<file path="src/sv/lbpd_pkg.sv">
// Package for the signal tower, buzzer and indicator channel driver.
// Holds command codes, action codes, the item type and the buzzer pattern ROM.
// No dependencies; compiled first.
`timescale 1ns / 1ps

package lbpd_pkg;

   localparam int NUM_CHANNELS_DEFAULT  = 30;
   localparam int PATTERN_STEPS_DEFAULT = 30;
   localparam int LEVELS_W              = 30;

   localparam logic [7:0] BLINK_PERIOD_RESET = 8'd7;

   typedef enum logic [1:0] {
      CMD_TICK    = 2'd0,
      CMD_TOWER   = 2'd1,
      CMD_CHANNEL = 2'd2,
      CMD_NONE    = 2'd3
   } cmd_type;

   localparam logic [2:0] TOWER_OFF         = 3'd0;
   localparam logic [2:0] TOWER_ON          = 3'd1;
   localparam logic [2:0] TOWER_BLINK_FIRST = 3'd2;
   localparam logic [2:0] TOWER_BLINK_LAST  = 3'd4;
   localparam logic [2:0] TOWER_IDLE        = 3'd7;

   localparam logic [2:0] COLOR_CLEAR  = 3'd0;
   localparam logic [2:0] COLOR_RED    = 3'd1;
   localparam logic [2:0] COLOR_GREEN  = 3'd2;
   localparam logic [2:0] COLOR_YELLOW = 3'd4;

   localparam logic [3:0] BUZZ_OFF      = 4'd0;
   localparam logic [3:0] BUZZ_ON       = 4'd1;
   localparam logic [3:0] BUZZ_PAT_LAST = 4'd7;
   localparam logic [3:0] BUZZ_IDLE     = 4'd15;

   localparam logic [1:0] CH_OFF   = 2'd0;
   localparam logic [1:0] CH_ON    = 2'd1;
   localparam logic [1:0] CH_BLINK = 2'd2;
   localparam logic [1:0] CH_IDLE  = 2'd3;

   typedef struct packed {
      cmd_type    command;
      logic [2:0] tower_action;
      logic [2:0] tower_color;
      logic [3:0] buzzer_pattern;
      logic [5:0] channel;
      logic [1:0] channel_action;
   } item_type;

   // Row n is buzzer pattern n; the leftmost digit is step 0.
   localparam logic [0:31] PATTERN_ROM [8] = '{
      32'b0000000000_0000000000_0000000000_00,
      32'b0000000000_0000000000_0000000000_00,
      32'b1111111000_1111111000_1111111000_00,
      32'b1111100000_1111100000_1111100000_00,
      32'b1110000000_1110000000_1110000000_00,
      32'b1110001110_0011100011_1000111000_00,
      32'b1111111111_0000011111_1111100000_00,
      32'b1111100001_1110001110_0011001100_00
   };

   function automatic logic pattern_bit(input logic [2:0] pat, input logic [4:0] step);
      logic [0:31] row;
      row = PATTERN_ROM[pat];
      return row[step];
   endfunction

   // Returns {red, green}; unknown colour codes keep the current lamps.
   function automatic logic [1:0] lamp_decode(input logic [2:0] colour,
                                               input logic [1:0] cur);
      logic [1:0] rg;
      case (colour)
         COLOR_CLEAR:  rg = 2'b00;
         COLOR_RED:    rg = 2'b10;
         COLOR_GREEN:  rg = 2'b01;
         COLOR_YELLOW: rg = 2'b11;
         default:      rg = cur;
      endcase
      return rg;
   endfunction

endpackage

</file>
<file path="src/sv/lbpd_ifs.sv">
// Channel interfaces of the tower/buzzer/channel driver: request, response
// and register write channels. Depends on lbpd_pkg.
`timescale 1ns / 1ps

interface lbpd_req_if;
   logic       valid;
   logic       ready;
   logic [1:0] command;
   logic [2:0] tower_action;
   logic [2:0] tower_color;
   logic [3:0] buzzer_pattern;
   logic [5:0] channel;
   logic [1:0] channel_action;

   modport source (output valid, command, tower_action, tower_color, buzzer_pattern,
                   channel, channel_action, input ready);
   modport sink (input valid, command, tower_action, tower_color, buzzer_pattern,
                 channel, channel_action, output ready);
endinterface

interface lbpd_rsp_if;
   logic                          valid;
   logic                          ready;
   logic [lbpd_pkg::LEVELS_W-1:0] channel_levels;
   logic                          lamp_red;
   logic                          lamp_green;
   logic                          lamp_blue;
   logic                          buzzer_on;

   modport source (output valid, channel_levels, lamp_red, lamp_green, lamp_blue,
                   buzzer_on, input ready);
   modport sink (input valid, channel_levels, lamp_red, lamp_green, lamp_blue,
                 buzzer_on, output ready);
endinterface

interface lbpd_csr_if;
   logic       valid;
   logic       ready;
   logic [7:0] data;

   modport source (output valid, data, input ready);
   modport sink (input valid, data, output ready);
endinterface

</file>
<file path="src/sv/lbpd_tower_buzz.sv">
// Blink timer, signal tower lamps and buzzer pattern sequencer.
// Depends on lbpd_pkg.
`timescale 1ns / 1ps

module lbpd_tower_buzz #(
   parameter int PATTERN_STEPS = lbpd_pkg::PATTERN_STEPS_DEFAULT
) (
   input  logic               clock,
   input  logic               reset,
   input  logic               fire,
   input  lbpd_pkg::item_type item,
   input  logic [7:0]         blink_period,
   output logic               blink_phase,
   output logic               lamp_red,
   output logic               lamp_green,
   output logic               buzzer_on
);
   import lbpd_pkg::*;

   logic [7:0] count_ff, count_in, count_inc;
   logic       phase_ff, phase_in;
   logic [2:0] tower_mode_ff, tower_mode_in;
   logic [2:0] colour_ff, colour_in;
   logic [3:0] buzz_mode_ff, buzz_mode_in;
   logic [4:0] step_ff, step_in, step_cur;
   logic [1:0] rg_ff, rg_in;
   logic       buzz_ff, buzz_in;

   always_comb begin
      count_in      = count_ff;
      phase_in      = phase_ff;
      tower_mode_in = tower_mode_ff;
      colour_in     = colour_ff;
      buzz_mode_in  = buzz_mode_ff;
      step_in       = step_ff;
      rg_in         = rg_ff;
      buzz_in       = buzz_ff;
      count_inc     = count_ff + 8'd1;
      step_cur      = ({1'b0, step_ff} >= 6'(PATTERN_STEPS)) ? 5'd0 : step_ff;
      if (fire) begin
         unique case (item.command)
            CMD_TICK: begin
               if (count_inc >= blink_period) begin
                  phase_in = ~phase_ff;
                  count_in = 8'd0;
               end else begin
                  count_in = count_inc;
               end
               if (tower_mode_ff == TOWER_OFF) begin
                  rg_in         = lamp_decode(COLOR_CLEAR, rg_ff);
                  tower_mode_in = TOWER_IDLE;
               end else if (tower_mode_ff == TOWER_ON) begin
                  rg_in         = lamp_decode(colour_ff, rg_ff);
                  tower_mode_in = TOWER_IDLE;
               end else if (tower_mode_ff >= TOWER_BLINK_FIRST &&
                            tower_mode_ff <= TOWER_BLINK_LAST) begin
                  rg_in = lamp_decode(phase_in ? colour_ff : COLOR_CLEAR, rg_ff);
               end
               if (buzz_mode_ff <= BUZZ_ON) begin
                  buzz_in      = buzz_mode_ff[0];
                  buzz_mode_in = BUZZ_IDLE;
               end else if (buzz_mode_ff <= BUZZ_PAT_LAST) begin
                  buzz_in = pattern_bit(buzz_mode_ff[2:0], step_cur);
                  step_in = step_cur + 5'd1;
               end
            end
            CMD_TOWER: begin
               tower_mode_in = item.tower_action;
               colour_in     = item.tower_color;
               buzz_mode_in  = item.buzzer_pattern;
               if (item.tower_action == TOWER_ON) begin
                  rg_in = lamp_decode(item.tower_color, rg_ff);
               end else if (item.tower_action <= TOWER_BLINK_LAST) begin
                  rg_in = lamp_decode(COLOR_CLEAR, rg_ff);
               end
               if (item.buzzer_pattern == BUZZ_OFF) begin
                  buzz_in = 1'b0;
               end else if (item.buzzer_pattern == BUZZ_ON) begin
                  buzz_in = 1'b1;
               end else if (item.buzzer_pattern <= BUZZ_PAT_LAST) begin
                  step_in = 5'd0;
                  buzz_in = 1'b0;
               end
            end
            CMD_CHANNEL, CMD_NONE: begin
            end
         endcase
      end
   end

   always_ff @(posedge clock) begin
      if (reset) begin
         count_ff      <= 8'd0;
         phase_ff      <= 1'b0;
         tower_mode_ff <= TOWER_IDLE;
         colour_ff     <= COLOR_CLEAR;
         buzz_mode_ff  <= BUZZ_IDLE;
         step_ff       <= 5'(PATTERN_STEPS);
         rg_ff         <= 2'b00;
         buzz_ff       <= 1'b0;
      end else begin
         count_ff      <= count_in;
         phase_ff      <= phase_in;
         tower_mode_ff <= tower_mode_in;
         colour_ff     <= colour_in;
         buzz_mode_ff  <= buzz_mode_in;
         step_ff       <= step_in;
         rg_ff         <= rg_in;
         buzz_ff       <= buzz_in;
      end
   end

   // Channels blinking on this beat must see the phase after the tick.
   assign blink_phase = phase_in;
   assign lamp_red    = rg_ff[1];
   assign lamp_green  = rg_ff[0];
   assign buzzer_on   = buzz_ff;

   a_one_shot_tower: assert property (@(posedge clock) disable iff (reset)
      fire && item.command == CMD_TICK && tower_mode_ff <= TOWER_ON
      |=> tower_mode_ff == TOWER_IDLE)
      else $error("one-shot tower mode did not return to idle");

   a_count_bound: assert property (@(posedge clock) disable iff (reset)
      fire && item.command == CMD_TICK
      |=> count_ff == 8'd0 || count_ff < $past(blink_period))
      else $error("blink count passed the period");

   a_phase_on_tick: assert property (@(posedge clock) disable iff (reset)
      !$past(reset) && phase_ff != $past(phase_ff)
      |-> $past(fire) && $past(item.command) == CMD_TICK)
      else $error("blink phase changed without a tick");

endmodule

</file>
<file path="src/sv/lbpd_chan_bank.sv">
// Indicator channel bank: one stored action and one output level per channel.
// Depends on lbpd_pkg.
`timescale 1ns / 1ps

module lbpd_chan_bank #(
   parameter int NUM_CHANNELS = lbpd_pkg::NUM_CHANNELS_DEFAULT
) (
   input  logic                          clock,
   input  logic                          reset,
   input  logic                          fire,
   input  lbpd_pkg::item_type            item,
   input  logic                          blink_phase,
   output logic [lbpd_pkg::LEVELS_W-1:0] channel_levels
);
   import lbpd_pkg::*;

   logic [1:0]              req_ff [NUM_CHANNELS];
   logic [1:0]              req_in [NUM_CHANNELS];
   logic [NUM_CHANNELS-1:0] level_ff, level_in;

   for (genvar i = 0; i < NUM_CHANNELS; i++) begin : g_chan
      always_comb begin
         req_in[i]   = req_ff[i];
         level_in[i] = level_ff[i];
         if (fire) begin
            unique case (item.command)
               CMD_TICK: begin
                  if (req_ff[i] == CH_OFF || req_ff[i] == CH_ON) begin
                     level_in[i] = req_ff[i][0];
                     req_in[i]   = CH_IDLE;
                  end else if (req_ff[i] == CH_BLINK) begin
                     level_in[i] = blink_phase;
                  end
               end
               CMD_CHANNEL: begin
                  // Channel numbers past the last channel match no entry.
                  if (item.channel == 6'(i)) begin
                     req_in[i] = item.channel_action;
                     if (item.channel_action == CH_OFF || item.channel_action == CH_ON) begin
                        level_in[i] = item.channel_action[0];
                     end else if (item.channel_action == CH_BLINK) begin
                        level_in[i] = blink_phase;
                     end
                  end
               end
               CMD_TOWER, CMD_NONE: begin
               end
            endcase
         end
      end

      always_ff @(posedge clock) begin
         if (reset) begin
            req_ff[i]   <= CH_IDLE;
            level_ff[i] <= 1'b0;
         end else begin
            req_ff[i]   <= req_in[i];
            level_ff[i] <= level_in[i];
         end
      end
   end

   for (genvar i = 0; i < LEVELS_W; i++) begin : g_out
      if (i < NUM_CHANNELS) begin : g_used
         assign channel_levels[i] = level_ff[i];
      end else begin : g_unused
         assign channel_levels[i] = 1'b0;
      end
   end

endmodule

</file>
<file path="src/sv/lamp_led_buzzer_pattern_driver_core.sv">
// Top level of the signal tower, buzzer and indicator channel driver.
// Depends on lbpd_pkg, lbpd_ifs, lbpd_tower_buzz and lbpd_chan_bank.
`timescale 1ns / 1ps

// Each request beat (tick, tower/buzzer request, channel request or CMD_NONE)
// yields exactly one response beat holding every output level. A beat is
// captured in an input register and processed from there into the state
// registers, which drive the response; one beat per cycle is sustained while
// the response is not stalled. The state registers themselves form the
// response register: while a response is stalled the input register still
// takes one more beat. blink_period is written through the csr channel,
// which is always ready; write it only while no beat is in flight.

module lamp_led_buzzer_pattern_driver_core #(
   parameter int NUM_CHANNELS  = lbpd_pkg::NUM_CHANNELS_DEFAULT,
   parameter int PATTERN_STEPS = lbpd_pkg::PATTERN_STEPS_DEFAULT
) (
   input  logic       clock,
   input  logic       reset,
   lbpd_req_if.sink   req_bus,
   lbpd_rsp_if.source rsp_bus,
   lbpd_csr_if.sink   csr_bus
);
   import lbpd_pkg::*;

   item_type   item_ff, item_in;
   logic       in_valid_ff, in_valid_in;
   logic       rsp_valid_ff, rsp_valid_in;
   logic [7:0] period_ff, period_in;
   logic       advance;
   logic       blink_phase;

   assign advance       = in_valid_ff && (!rsp_valid_ff || rsp_bus.ready);
   assign req_bus.ready = !in_valid_ff || advance;
   assign csr_bus.ready = 1'b1;

   always_comb begin
      item_in     = item_ff;
      in_valid_in = in_valid_ff;
      if (req_bus.valid && req_bus.ready) begin
         item_in.command        = cmd_type'(req_bus.command);
         item_in.tower_action   = req_bus.tower_action;
         item_in.tower_color    = req_bus.tower_color;
         item_in.buzzer_pattern = req_bus.buzzer_pattern;
         item_in.channel        = req_bus.channel;
         item_in.channel_action = req_bus.channel_action;
         in_valid_in            = 1'b1;
      end else if (advance) begin
         in_valid_in = 1'b0;
      end
      rsp_valid_in = rsp_valid_ff;
      if (advance) begin
         rsp_valid_in = 1'b1;
      end else if (rsp_bus.ready) begin
         rsp_valid_in = 1'b0;
      end
      period_in = (csr_bus.valid && csr_bus.ready) ? csr_bus.data : period_ff;
   end

   always_ff @(posedge clock) begin
      if (reset) begin
         in_valid_ff  <= 1'b0;
         rsp_valid_ff <= 1'b0;
         period_ff    <= BLINK_PERIOD_RESET;
      end else begin
         in_valid_ff  <= in_valid_in;
         rsp_valid_ff <= rsp_valid_in;
         period_ff    <= period_in;
      end
   end

   always_ff @(posedge clock) begin
      item_ff <= item_in;
   end

   lbpd_tower_buzz #(
      .PATTERN_STEPS (PATTERN_STEPS)
   ) u_tower_buzz (
      .clock        (clock),
      .reset        (reset),
      .fire         (advance),
      .item         (item_ff),
      .blink_period (period_ff),
      .blink_phase  (blink_phase),
      .lamp_red     (rsp_bus.lamp_red),
      .lamp_green   (rsp_bus.lamp_green),
      .buzzer_on    (rsp_bus.buzzer_on)
   );

   lbpd_chan_bank #(
      .NUM_CHANNELS (NUM_CHANNELS)
   ) u_chan_bank (
      .clock          (clock),
      .reset          (reset),
      .fire           (advance),
      .item           (item_ff),
      .blink_phase    (blink_phase),
      .channel_levels (rsp_bus.channel_levels)
   );

   assign rsp_bus.valid     = rsp_valid_ff;
   assign rsp_bus.lamp_blue = 1'b0;

   a_advance_responds: assert property (@(posedge clock) disable iff (reset)
      advance |=> rsp_valid_ff)
      else $error("processed beat produced no response");

   a_stall_cause: assert property (@(posedge clock) disable iff (reset)
      !req_bus.ready |-> in_valid_ff && rsp_valid_ff && !rsp_bus.ready)
      else $error("request stalled without a blocked response");

   a_levels_hold: assert property (@(posedge clock) disable iff (reset)
      rsp_valid_ff && !rsp_bus.ready
      |=> $stable({rsp_bus.channel_levels, rsp_bus.lamp_red, rsp_bus.lamp_green,
                   rsp_bus.buzzer_on}))
      else $error("output levels changed under a stalled response");

endmodule

</file>
<file path="src/flat_wrapper.sv">
// flat-port wrapper written by rule: the top's interface ports become plain ports
module lamp_led_buzzer_pattern_driver_core_flat import lbpd_pkg::*;
#(
   parameter int NUM_CHANNELS  = lbpd_pkg::NUM_CHANNELS_DEFAULT,
   parameter int PATTERN_STEPS = lbpd_pkg::PATTERN_STEPS_DEFAULT
)
  (clock, reset, req_bus_valid, req_bus_command, req_bus_tower_action, req_bus_tower_color, req_bus_buzzer_pattern, req_bus_channel, req_bus_channel_action, req_bus_ready, rsp_bus_valid, rsp_bus_channel_levels, rsp_bus_lamp_red, rsp_bus_lamp_green, rsp_bus_lamp_blue, rsp_bus_buzzer_on, rsp_bus_ready, csr_bus_valid, csr_bus_data, csr_bus_ready);
  lbpd_req_if req_bus_i ();
  lbpd_rsp_if rsp_bus_i ();
  lbpd_csr_if csr_bus_i ();
  input  logic clock;
  input  logic reset;
  input wire logic [$bits(req_bus_i.valid)-1:0] req_bus_valid;
  input wire logic [$bits(req_bus_i.command)-1:0] req_bus_command;
  input wire logic [$bits(req_bus_i.tower_action)-1:0] req_bus_tower_action;
  input wire logic [$bits(req_bus_i.tower_color)-1:0] req_bus_tower_color;
  input wire logic [$bits(req_bus_i.buzzer_pattern)-1:0] req_bus_buzzer_pattern;
  input wire logic [$bits(req_bus_i.channel)-1:0] req_bus_channel;
  input wire logic [$bits(req_bus_i.channel_action)-1:0] req_bus_channel_action;
  output wire logic [$bits(req_bus_i.ready)-1:0] req_bus_ready;
  output wire logic [$bits(rsp_bus_i.valid)-1:0] rsp_bus_valid;
  output wire logic [$bits(rsp_bus_i.channel_levels)-1:0] rsp_bus_channel_levels;
  output wire logic [$bits(rsp_bus_i.lamp_red)-1:0] rsp_bus_lamp_red;
  output wire logic [$bits(rsp_bus_i.lamp_green)-1:0] rsp_bus_lamp_green;
  output wire logic [$bits(rsp_bus_i.lamp_blue)-1:0] rsp_bus_lamp_blue;
  output wire logic [$bits(rsp_bus_i.buzzer_on)-1:0] rsp_bus_buzzer_on;
  input wire logic [$bits(rsp_bus_i.ready)-1:0] rsp_bus_ready;
  input wire logic [$bits(csr_bus_i.valid)-1:0] csr_bus_valid;
  input wire logic [$bits(csr_bus_i.data)-1:0] csr_bus_data;
  output wire logic [$bits(csr_bus_i.ready)-1:0] csr_bus_ready;
  assign req_bus_i.valid = req_bus_valid;
  assign req_bus_i.command = req_bus_command;
  assign req_bus_i.tower_action = req_bus_tower_action;
  assign req_bus_i.tower_color = req_bus_tower_color;
  assign req_bus_i.buzzer_pattern = req_bus_buzzer_pattern;
  assign req_bus_i.channel = req_bus_channel;
  assign req_bus_i.channel_action = req_bus_channel_action;
  assign req_bus_ready = req_bus_i.ready;
  assign rsp_bus_valid = rsp_bus_i.valid;
  assign rsp_bus_channel_levels = rsp_bus_i.channel_levels;
  assign rsp_bus_lamp_red = rsp_bus_i.lamp_red;
  assign rsp_bus_lamp_green = rsp_bus_i.lamp_green;
  assign rsp_bus_lamp_blue = rsp_bus_i.lamp_blue;
  assign rsp_bus_buzzer_on = rsp_bus_i.buzzer_on;
  assign rsp_bus_i.ready = rsp_bus_ready;
  assign csr_bus_i.valid = csr_bus_valid;
  assign csr_bus_i.data = csr_bus_data;
  assign csr_bus_ready = csr_bus_i.ready;
  lamp_led_buzzer_pattern_driver_core #(.NUM_CHANNELS(NUM_CHANNELS), .PATTERN_STEPS(PATTERN_STEPS)) u_core (.clock(clock), .reset(reset), .req_bus(req_bus_i), .rsp_bus(rsp_bus_i), .csr_bus(csr_bus_i));
endmodule
</file>
<file path="config.mk">
export PLATFORM = sky130hd
export DESIGN_NAME = lamp_led_buzzer_pattern_driver_core_flat
export DESIGN_NICKNAME = d
export VERILOG_FILES = /design/src/sv/lbpd_pkg.sv /design/src/sv/lbpd_ifs.sv /design/src/sv/lbpd_tower_buzz.sv /design/src/sv/lbpd_chan_bank.sv /design/src/sv/lamp_led_buzzer_pattern_driver_core.sv /design/src/flat_wrapper.sv
export SDC_FILE = /design/constraint.sdc
export NUM_CORES = 1
export LEC_CHECK = 0
export BUFFER_PORTS_ARGS = -buffer_cell sky130_fd_sc_hd__clkbuf_2
export CAP_MARGIN = 20
export CORE_ASPECT_RATIO = 1.1
export CORE_MARGIN = 4
export CORE_UTILIZATION = 38
export DETAILED_ROUTE_END_ITERATION = 7
export PLACE_DENSITY_LB_ADDON = 0.3
export SLEW_MARGIN = 25
export SYNTH_ARGS = -nofsm -noshare
export SYNTH_HDL_FRONTEND = slang
export SYNTH_SLANG_ARGS = --single-unit
</file>
<file path="constraint.sdc">
create_clock -name clock -period 8.5 [get_ports clock]
set_input_delay 0.85 -clock clock [delete_from_list [all_inputs] [get_ports clock]]
set_output_delay 0.85 -clock clock [all_outputs]
set_load 0.01 [all_outputs]
</file>
# Yosys cells after proc, flatten, opt, wreduce, memory -nomap -nowiden
# Memories as Yosys holds them, arrays and structs flattened.
# Cells that the tools add are included.
# word_totals
regBits,87
n_memories,2
elab_cells,709
mem_bits_ro,256
input_bits,33
mem_bits_rw,60
out_inout_bits,37
# op_classes
mux,318
reduce_logical,117
addsub,2
n_lt_le_gt_ge,10
n_eq_ne,180
bitwise_logic,33
# memory_table
name,words,width,read_ports,rd_clocked_by_memory_dff,wr,line,text
(name not given),8,32,1,0,0,lbpd_pkg.sv:65,row = PATTERN_ROM[pat];
u_core.u_chan_bank.req_ff,30,2,30,0,30,lbpd_chan_bank.sv:17,logic [1:0] req_ff [NUM_CHANNELS];
# op_table
cell,count
$mux W2,125
$reduce_and A5 Y1,30
$pmux W2 S2,31
$mux W1,111
$ne A3 B3 Y1 const B,32
$eq A6 B5 Y1 const B,14
$ne A2 B2 Y1 const B,34
$eq A2 B1 Y1 const B,32
$eq A2 B2 Y1 const B,32
$logic_not A2 Y1,32
$mux W32,2
$pmux W1 S2,31
$eq A6 B4 Y1 const B,8
$logic_or A1 B1 Y1,33
$mux W5,6
$or A1 B1 Y1,30
$eq A6 B3 Y1 const B,4
$pmux W2 S4,3
$eq A3 B1 Y1 const B,5
$reduce_and A7 Y1,2
$eq A6 B2 Y1 const B,2
$logic_not A3 Y1,4
$pmux W5 S2,1
$eq A3 B2 Y1 const B,3
other kinds (37),53

# Longest topological paths before layout
# Gate-level depths: netlist of the first run.
# logic_depth
depth_word,12
depth_mapped,13
ltp_nobuf,11

# Modules after synthesis
# Synthesis of the first run repeated with hierarchy kept, for this count alone.
# hier_totals
hier_cells,983
hier_area_um2,8584.5
# by_module_without_submodules
mod,area_each_um2,instances,cells_per_inst
lbpd_chan_bank,5290.1,1,628
lbpd_tower_buzz,2290.9,1,295
lamp_led_buzzer_pattern_driver_core,1003.5,1,60

# Least setup slack after synthesis of the first run
# OpenSTA, ideal clock, no wires.
# synth_timing
kind,flip-flop to flip-flop
from,register u_core.u_tower_buzz.count_ff[2]
to,register u_core.u_chan_bank.level_ff[18] (netlist: u_core.u_chan_bank.channel_levels[18])
path_slack_ns,5.829
t_arrival_ns,2.535
stages_incl_launch_ff,13
path_buffers,2
required_ns,8.364
period_less_slack_ns,2.671
cell_sequence,dfxtp_1 > and3_1 > and3_1 > nand3_1 > xnor2_1 > ha_1 > o2111ai_1 > o211ai_1 > clkbuf_1 > buf_1 > nand3_1 > o21ai_0 > a31oi_1
# synth_between
elab_chain_cells,11
# synth_lines
item,line,text
from (decl),lbpd_tower_buzz.sv:20,"logic [7:0] count_ff, count_in, count_inc;"
from (signal assigned),lbpd_tower_buzz.sv:102,count_ff <= count_in;
$add A8 B1 Y8 (*),lbpd_tower_buzz.sv:38,count_inc = count_ff + 8'd1;
$ge A8 B8 Y1 (*),lbpd_tower_buzz.sv:43,if (count_inc >= blink_period) begin
$mux W1 (*),lbpd_tower_buzz.sv:43,
$mux W1 (*),lbpd_tower_buzz.sv:41,unique case (item.command)
$mux W1 (*),lbpd_tower_buzz.sv:40,if (fire) begin
$mux W1 (*),lbpd_tower_buzz.sv:41,
$mux W1 (*),lbpd_tower_buzz.sv:40,
$mux W1,lbpd_chan_bank.sv:41,end else if (item.channel_action == CH_BLINK) begin
$mux W1,lbpd_chan_bank.sv:39,if (item.channel_action == CH_OFF || item.channel_action == CH_ON) begin
$mux W1,lbpd_chan_bank.sv:37,if (item.channel == 6'(i)) begin
$pmux W1 S2 (*),lbpd_chan_bank.sv:26,unique case (item.command)
"to (signal, indexed assignment)",lbpd_chan_bank.sv:58,level_ff[i] <= level_in[i];
to (decl),lbpd_chan_bank.sv:19,"logic [NUM_CHANNELS-1:0] level_ff, level_in;"
# Mark *: on every way between the ends. The rest lies on a longest branch, timed or not. The select of a mux whose other input is x is not followed.
# A chain may end at the register's enable or synchronous reset.

==> reports/metrics.csv, run 1 <==
metric;value;unit
grt-ovfl-total;0;
tightest_slew;1050;ps
total_leakage_power;3.53;nW
portBuffers;67;
tns;0;ps
critPathLaunch;u_core.item_ff[19];
hold_viol;0;
crit_path_max_fanout;84;
chipWidth;146;um
hpwl;14.8;mm
cp_num_cells;6;
finalSetupViolCount;0;
htree_levels;4;
cts_max_path_buffers;2;
ys.flop_type;dfxtp_1;
skew;10.3;ps
syn_area;7950;um^2
post-route-util;43.6;%
diodes;0;
status;finished clean;
cts_root_buffer;clkbuf_16;
fin_crit_sh;41.8;%
cp.buffers_inverters;2;
via_count;7413;
crit_slowest_cell;nor2_1;
clk_pin_slew;60;ps
cp-endpoint;u_core.u_chan_bank.req_ff[1][5];
reg2reg_to;u_core.u_chan_bank.req_ff[1][5];
routed_wl;22.3;mm
finalNetCount;1052;
die_y;160;um
crit_chain;buf_4 -> nand2b_1 -> nor2_1 -> buf_4 -> nor2_1 -> a211o_1;
drc;0;
gp_congestion;0.865;
std_cell_rows;55;
r2r_cells;6;
post_drt_wl_per_cell;17.6;um
yosys.area.top_type;dfxtp_1;
endpoint_kind;flop;
synth.area.top_cells;dfxtp_1, edfxtp_1, nand2_1;
ios;70;
vdd_ir_drop_max;148;uV
synth-seq-cells;147;
drive_above_1_share;13.2;%
ys_types;80;
min_path_type;flop to flop;
antenna_found_initial;0;
slew_violations;0;
synth_edf_count;20;
syn-num-nets;1018;
clock_latency;430;ps
grt_pass1_wl;36.8;mm
slew-limit-headroom;30.1;%
ys_warn_count;0;
post_cts_resized;0;
yosys.area.top_type_share;32.0;%
clkSinkCount;147;
grt_pass1_vias;6938;
worst_ep_arrival_time;3860;ps
crit_type;flop to flop;
syn-instance-count;969;
cts_setup_buffers;0;
min_period;3550;ps
tritoncts;yes;
first_pass_iters;5;
seq_area_frac_synth;39.5;%
critPathTopFamily;simple AND/OR/NAND/NOR gates;
ctsHoldBuffers;0;
critPathLaunchType;flop;
track_usage;19.1;%
core-area;20600;um^2
timing.rr.start;u_core.item_ff[19];
numCtsBuffers;17;
fmax;282;MHz
viasPerCell;5.83;
drt_iter0_drc;577;
required;8810;ps
avgSynthCellArea;8.20;um^2
route.antenna.remaining_nets;0;
worst_path_largest_cell_delay;990;ps
maxCapViolations;0;
start_util;38.6;%
areaGrowthSynthToFinish;12.8;%
rsz0062_at_grt;no;
die_area;23300;um^2
grt_max_degree;85;
async_flop_share;0;%
power.density;184;nW/um^2
r2r_setup_slack;4950;ps
==> metal layers <==
layer	vias up	global-route usage, %	routed length [um]
li1	3669	-	-
met1	3482	25.7	10100
met2	242	31.8	10700
met3	20	3.60	1310
met4	0	4.88	231
met5	-	0	0
==> layout by cell type, fill, tap and decap left out, types with 11 or more instances in the layout <==
master	count
nand2_1	127
dfxtp_1	127
o21ai_0	74
nand3_1	73
nor2_1	73
clkbuf_2	67
o211ai_1	48
a21oi_1	47
a31oi_1	33
a211o_1	23
edfxtp_1	20
inv_1	18
nand2b_1	17
nand3b_1	17
clkbuf_16	17
mux2i_1	16
ha_1	16
nor3_1	15
a21o_1	15
buf_4	13
o22ai_1	11
==> layout make-up <==
| type | instances | area [um^2] |
|---|---|---|
| Timing Repair Buffer | 80 | 433 |
| Tap cell | 256 | 320 |
| Sequential cell | 147 | 3140 |
| Clock buffer | 19 | 433 |
| Inverter | 21 | 83.8 |
| Clock inverter | 13 | 136 |
| Fill cell | 2074 | 11600 |
| Multi-Input combinational cell | 736 | 4420 |
==> worst min-delay path by stage <==
stage,start,to,cells after the start
global placement,u_core.u_tower_buzz.count_ff[7],u_core.u_tower_buzz.count_ff[7],2
floorplan,u_core.u_tower_buzz.count_ff[7],u_core.u_tower_buzz.count_ff[7],2
CTS,u_core.u_tower_buzz.count_ff[7],u_core.u_tower_buzz.count_ff[7],2
detailed placement,u_core.u_tower_buzz.count_ff[7],u_core.u_tower_buzz.count_ff[7],2
global route,u_core.u_tower_buzz.count_ff[7],u_core.u_tower_buzz.count_ff[7],2
finish,u_core.u_tower_buzz.count_ff[7],u_core.u_tower_buzz.count_ff[7],2
==> report_power, final <==
group / total [W] / internal, W / switching [W]
logic: 0.000168 / 0.0000580 / 0.000110
registers: 0.000746 / 0.000723 / 0.0000231
clock network: 0.000732 / 0.000431 / 0.000301
==> flip-flops by register name (all words and copies together) (netlist names) <==
signal,cells
u_core.u_chan_bank.req_ff,60
u_core.u_chan_bank.channel_levels,30
u_core.item_ff,20
u_core.period_ff,8
u_core.u_tower_buzz.count_ff,8
u_core.u_tower_buzz.step_ff,5
u_core.u_tower_buzz.buzz_mode_ff,4
u_core.u_tower_buzz.colour_ff,3
u_core.u_tower_buzz.tower_mode_ff,3
u_core.u_tower_buzz.rg_ff,2
u_core.in_valid_ff,1
u_core.rsp_bus.valid,1
u_core.u_tower_buzz.buzzer_on,1
u_core.u_tower_buzz.phase_ff,1
==> synthesized netlist by cell type (all sizes together) (4+ instances only) <==
library cell / count
clkbuf: 41
ha: 16
a211oi: 5
nand3: 74
nand2b: 18
o22ai: 11
a2111oi: 8
dfxtp: 127
a211o: 23
o21ai: 77
nand3b: 17
edfxtp: 20
a221o: 4
a21oi: 47
or2: 5
inv: 20
mux2i: 16
o211ai: 48
nor2b: 8
o21a: 4
nor3: 18
a21o: 15
a311oi: 9
and2: 9
nor4: 7
nand2: 128
nor2: 73
a31oi: 34
xnor2: 8
buf: 24
nand4: 5
==> worst register-to-register path, cell delays in order (launching register included) <==
cell	delay (ps)
edfxtp_1	330
buf_4	620
nand2b_1	790
nor2_1	990
buf_4	360
nor2_1	70
a211o_1	270
==> logic make-up (layout without fill, tap and decap cells) <==
kind of cell / count (synthesis) / count (layout) / share of synthesized area, %
other: 2 / 2 / 0.0945
AND/OR/NAND/NOR: 378 / 378 / 23.0
adder cells (fa/ha/maj): 17 / 17 / 2.64
buffers and inverters: 86 / 133 / 5.01
multiplexers: 17 / 17 / 2.16
AO/OA/AOI/OAI: 311 / 311 / 26.3
XOR/XNOR: 11 / 11 / 1.21
flip-flops: 147 / 147 / 39.5
==> stage by stage <==
step | instances | hold WS (ps) | total power, W | setup WS (ps) | cell area, um^2
after floorplan | 969 | 444 | 0.000875 | 5830 | 7950
after global placement | 1240 | 462 | 0.000927 | 5030 | 8400
after detailed placement | 1240 | 466 | 0.000928 | 5000 | 8400
after CTS | 1272 | 476 | 0.00166 | 4960 | 8970
after global routing | 1272 | 493 | 0.00171 | 4660 | 8970
final | 1272 | 476 | 0.00165 | 4950 | 8970
Note: power is estimated with default switching activity, not from simulation.
==> run 2: changes to the inputs <==
--- a/config.mk
+++ b/config.mk
@@ -5,6 +5,7 @@
 export SDC_FILE = /design/constraint.sdc
 export NUM_CORES = 1
 export LEC_CHECK = 0
+export ABC_AREA = 1
 export BUFFER_PORTS_ARGS = -buffer_cell sky130_fd_sc_hd__clkbuf_2
 export CAP_MARGIN = 20
 export CORE_ASPECT_RATIO = 1.1
==> constraint.sdc (replaced) <==
create_clock -name clock -period 3.2 [get_ports clock]
set_input_delay 0.32 -clock clock [delete_from_list [all_inputs] [get_ports clock]]
set_output_delay 0.32 -clock clock [all_outputs]
set_load 0.01 [all_outputs]
==> run 2 against run 1 <==
  * Die area up 0.74%
  * Cell count up 17%
  * Clock-buffer cell count grew 1
  * Highest routed layer unchanged
  * Sequential share of layout area shrank 0.77 points
  * Clock skew decreased by 3.3 ps
  * Combinational power rose to 2.8 times the previous value
  * Critical endpoint is now u_core.u_chan_bank.channel_levels[3]
  * Register-to-register slack got worse by 4600 ps
  * Synthesized area rose by 0.79%
  * Critical path type unchanged
  * Critical path depth increased by 11
  * Global-route usage down 0.90 points
  * Total power rose to 2.8 times the previous value
==> reports/metrics.csv, run 2 <==
metric;value;unit
status;finished clean;
diodes;0;
synth_edf_count;20;
drt_iter0_drc;546;
clk_pin_slew;60;ps
syn-instance-count;1169;
core-area;20600;um^2
largest_reg_flops;60;
final_common_cell;nand2_1;
synth_most_common_cell;nand2_1;
yosys.area.top_type;dfxtp_1;
cts_setup_buffers;0;
tritoncts;yes;
hpwl;14.3;mm
synth.area.top_cells;dfxtp_1, nand2_1, nand3_1;
worst_ep_arrival_time;3150;ps
htree_levels;4;
min_path_type;input port to flop;
slew-limit-headroom;40.3;%
seq_area_frac_synth;39.2;%
synth-seq-cells;147;
first_pass_iters;6;
clkSinkCount;147;
syn_area;8010;um^2
ys_types;41;
numCtsBuffers;17;
cts_max_path_buffers;2;
finalPower;0.00454;W
via_count;7707;
rsz0062_at_grt;no;
post_cts_resized;0;
gp_congestion;0.898;
hold_viol;0;
routed_wl;21.1;mm
clock_latency;420;ps
fmax;352;MHz
yosys.area.top_type_share;31.7;%
viasPerCell;5.17;
post_drt_wl_per_cell;14.2;um
grt-ovfl-total;0;
areaGrowthSynthToFinish;14.4;%
avgSynthCellArea;6.85;um^2
tightest_slew;894;ps
largest_register;u_core.u_chan_bank.req_ff;
synthTopCellsByCount;nand2_1, nor2_1, nand3_1, dfxtp_1, inv_1;
synth_top_family_by_area;simple AND/OR/NAND/NOR gates;
antenna_found_initial;0;
slew_violations;0;
ys.flop_type;dfxtp_1;
synth-compound-area-share;16.3;%
required;3510;ps
min_period;2840;ps
critPathLaunchType;flop;
syn-num-nets;1218;
finalNetCount;1271;
drive_above_1_share;11.5;%
async_flop_share;0;%
power.density;495;nW/um^2
grt_max_degree;55;
chipWidth;146;um
die_y;160;um
synth_fa_ha_area_share;2.50;%
track_usage;18.2;%
ctsHoldBuffers;0;
grt_pass1_vias;7080;
synthSimpleGateAreaFrac;31.6;%
fin_crit_sh;88.7;%
post-route-util;44.4;%
vdd_ir_drop_max;340;uV
skew;6.96;ps
drc;0;
route.antenna.remaining_nets;0;
die_area;23500;um^2
maxCapViolations;0;
cts_root_buffer;clkbuf_16;
ys_warn_count;0;
std_cell_rows;55;
tns;0;ps
crit_path_max_fanout;15;
whs;73.0;ps
muxShareOfSynthArea;0;%
crit_type;flop to flop;
ios;70;
layout_common_cells;nand2_1, nor2_1, nand3_1, dfxtp_1, inv_1;
total_leakage_power;4.82;nW
endpoint_kind;flop;
start_util;38.8;%
synthXorXnorAreaFrac;0.984;%
portBuffers;67;
grt_pass1_wl;35.3;mm
finalSetupViolCount;0;
==> run 2: cell type report <==
| class | instances | area (um^2) |
|---|---|---|
| Fill cell | 2126 | 11500 |
| Multi-Input combinational cell | 842 | 4120 |
| Sequential cell | 147 | 3140 |
| Timing Repair Buffer | 87 | 498 |
| Inverter | 127 | 477 |
| Clock buffer | 20 | 447 |
| Tap cell | 256 | 320 |
| Clock inverter | 11 | 159 |
==> run 2: kinds of logic (layout without fill, tap and decap cells) <==
logic type	Yosys count	in the layout
AND/OR/NAND/NOR	597	597
flip-flops	147	147
other	2	2
adder cells (fa/ha/maj)	16	16
buffers and inverters	180	245
AO/OA/AOI/OAI	218	218
XOR/XNOR	9	9
==> run 2: path summary, 6_finish.rpt <==
kind,start,endpoint,slack [ps],cells past startpoint
setup reg to reg,u_core.u_tower_buzz.count_ff[0],u_core.u_chan_bank.channel_levels[3],360,17
hold / removal,req_bus_channel_action[1],u_core.item_ff[1],70,1
setup / recovery,u_core.u_tower_buzz.count_ff[0],u_core.u_chan_bank.channel_levels[3],360,17
hold reg to reg,u_core.period_ff[0],u_core.period_ff[0],460,2
==> run 2: metrics by stage <==
step	worst slack [ps]	instance area, um^2	instances
after floorplan	752	8010	1169
after global placement	460	8560	1459
after detailed placement	370	8560	1459
after CTS	358	9170	1490
after global routing	11.2	9170	1490
final	361	9170	1490
==> run 2: report_power, final <==
part	switching, W	internal (W)	total (W)
Clock	0.000764	0.00131	0.00208
Combinational	0.000317	0.000155	0.000472
Sequential	0.0000540	0.00194	0.00199
==> run 2: metal layers <==
layer | vias up | share of wire, % | global-route usage, %
met5 | - | 0 | 0
met2 | 212 | 46 | 30.2
met1 | 3497 | 46 | 24.3
met4 | 0 | 1.3 | 5.00
li1 | 3966 | - | -
met3 | 32 | 5.8 | 3.72
==> run 2: critical path, stage by stage (launching register included) <==
cell	delay, ps
dfxtp_1	400
nand3_1	130
nand3b_1	200
nand3b_1	190
xnor2_1	190
ha_1	270
a21oi_1	160
o21a_1	150
nand2_1	70
nand2_1	50
nand2_1	110
nand2_1	150
nand2_1	60
nand2_1	80
buf_4	230
nand3_1	100
nor2_1	120
nor2_1	50
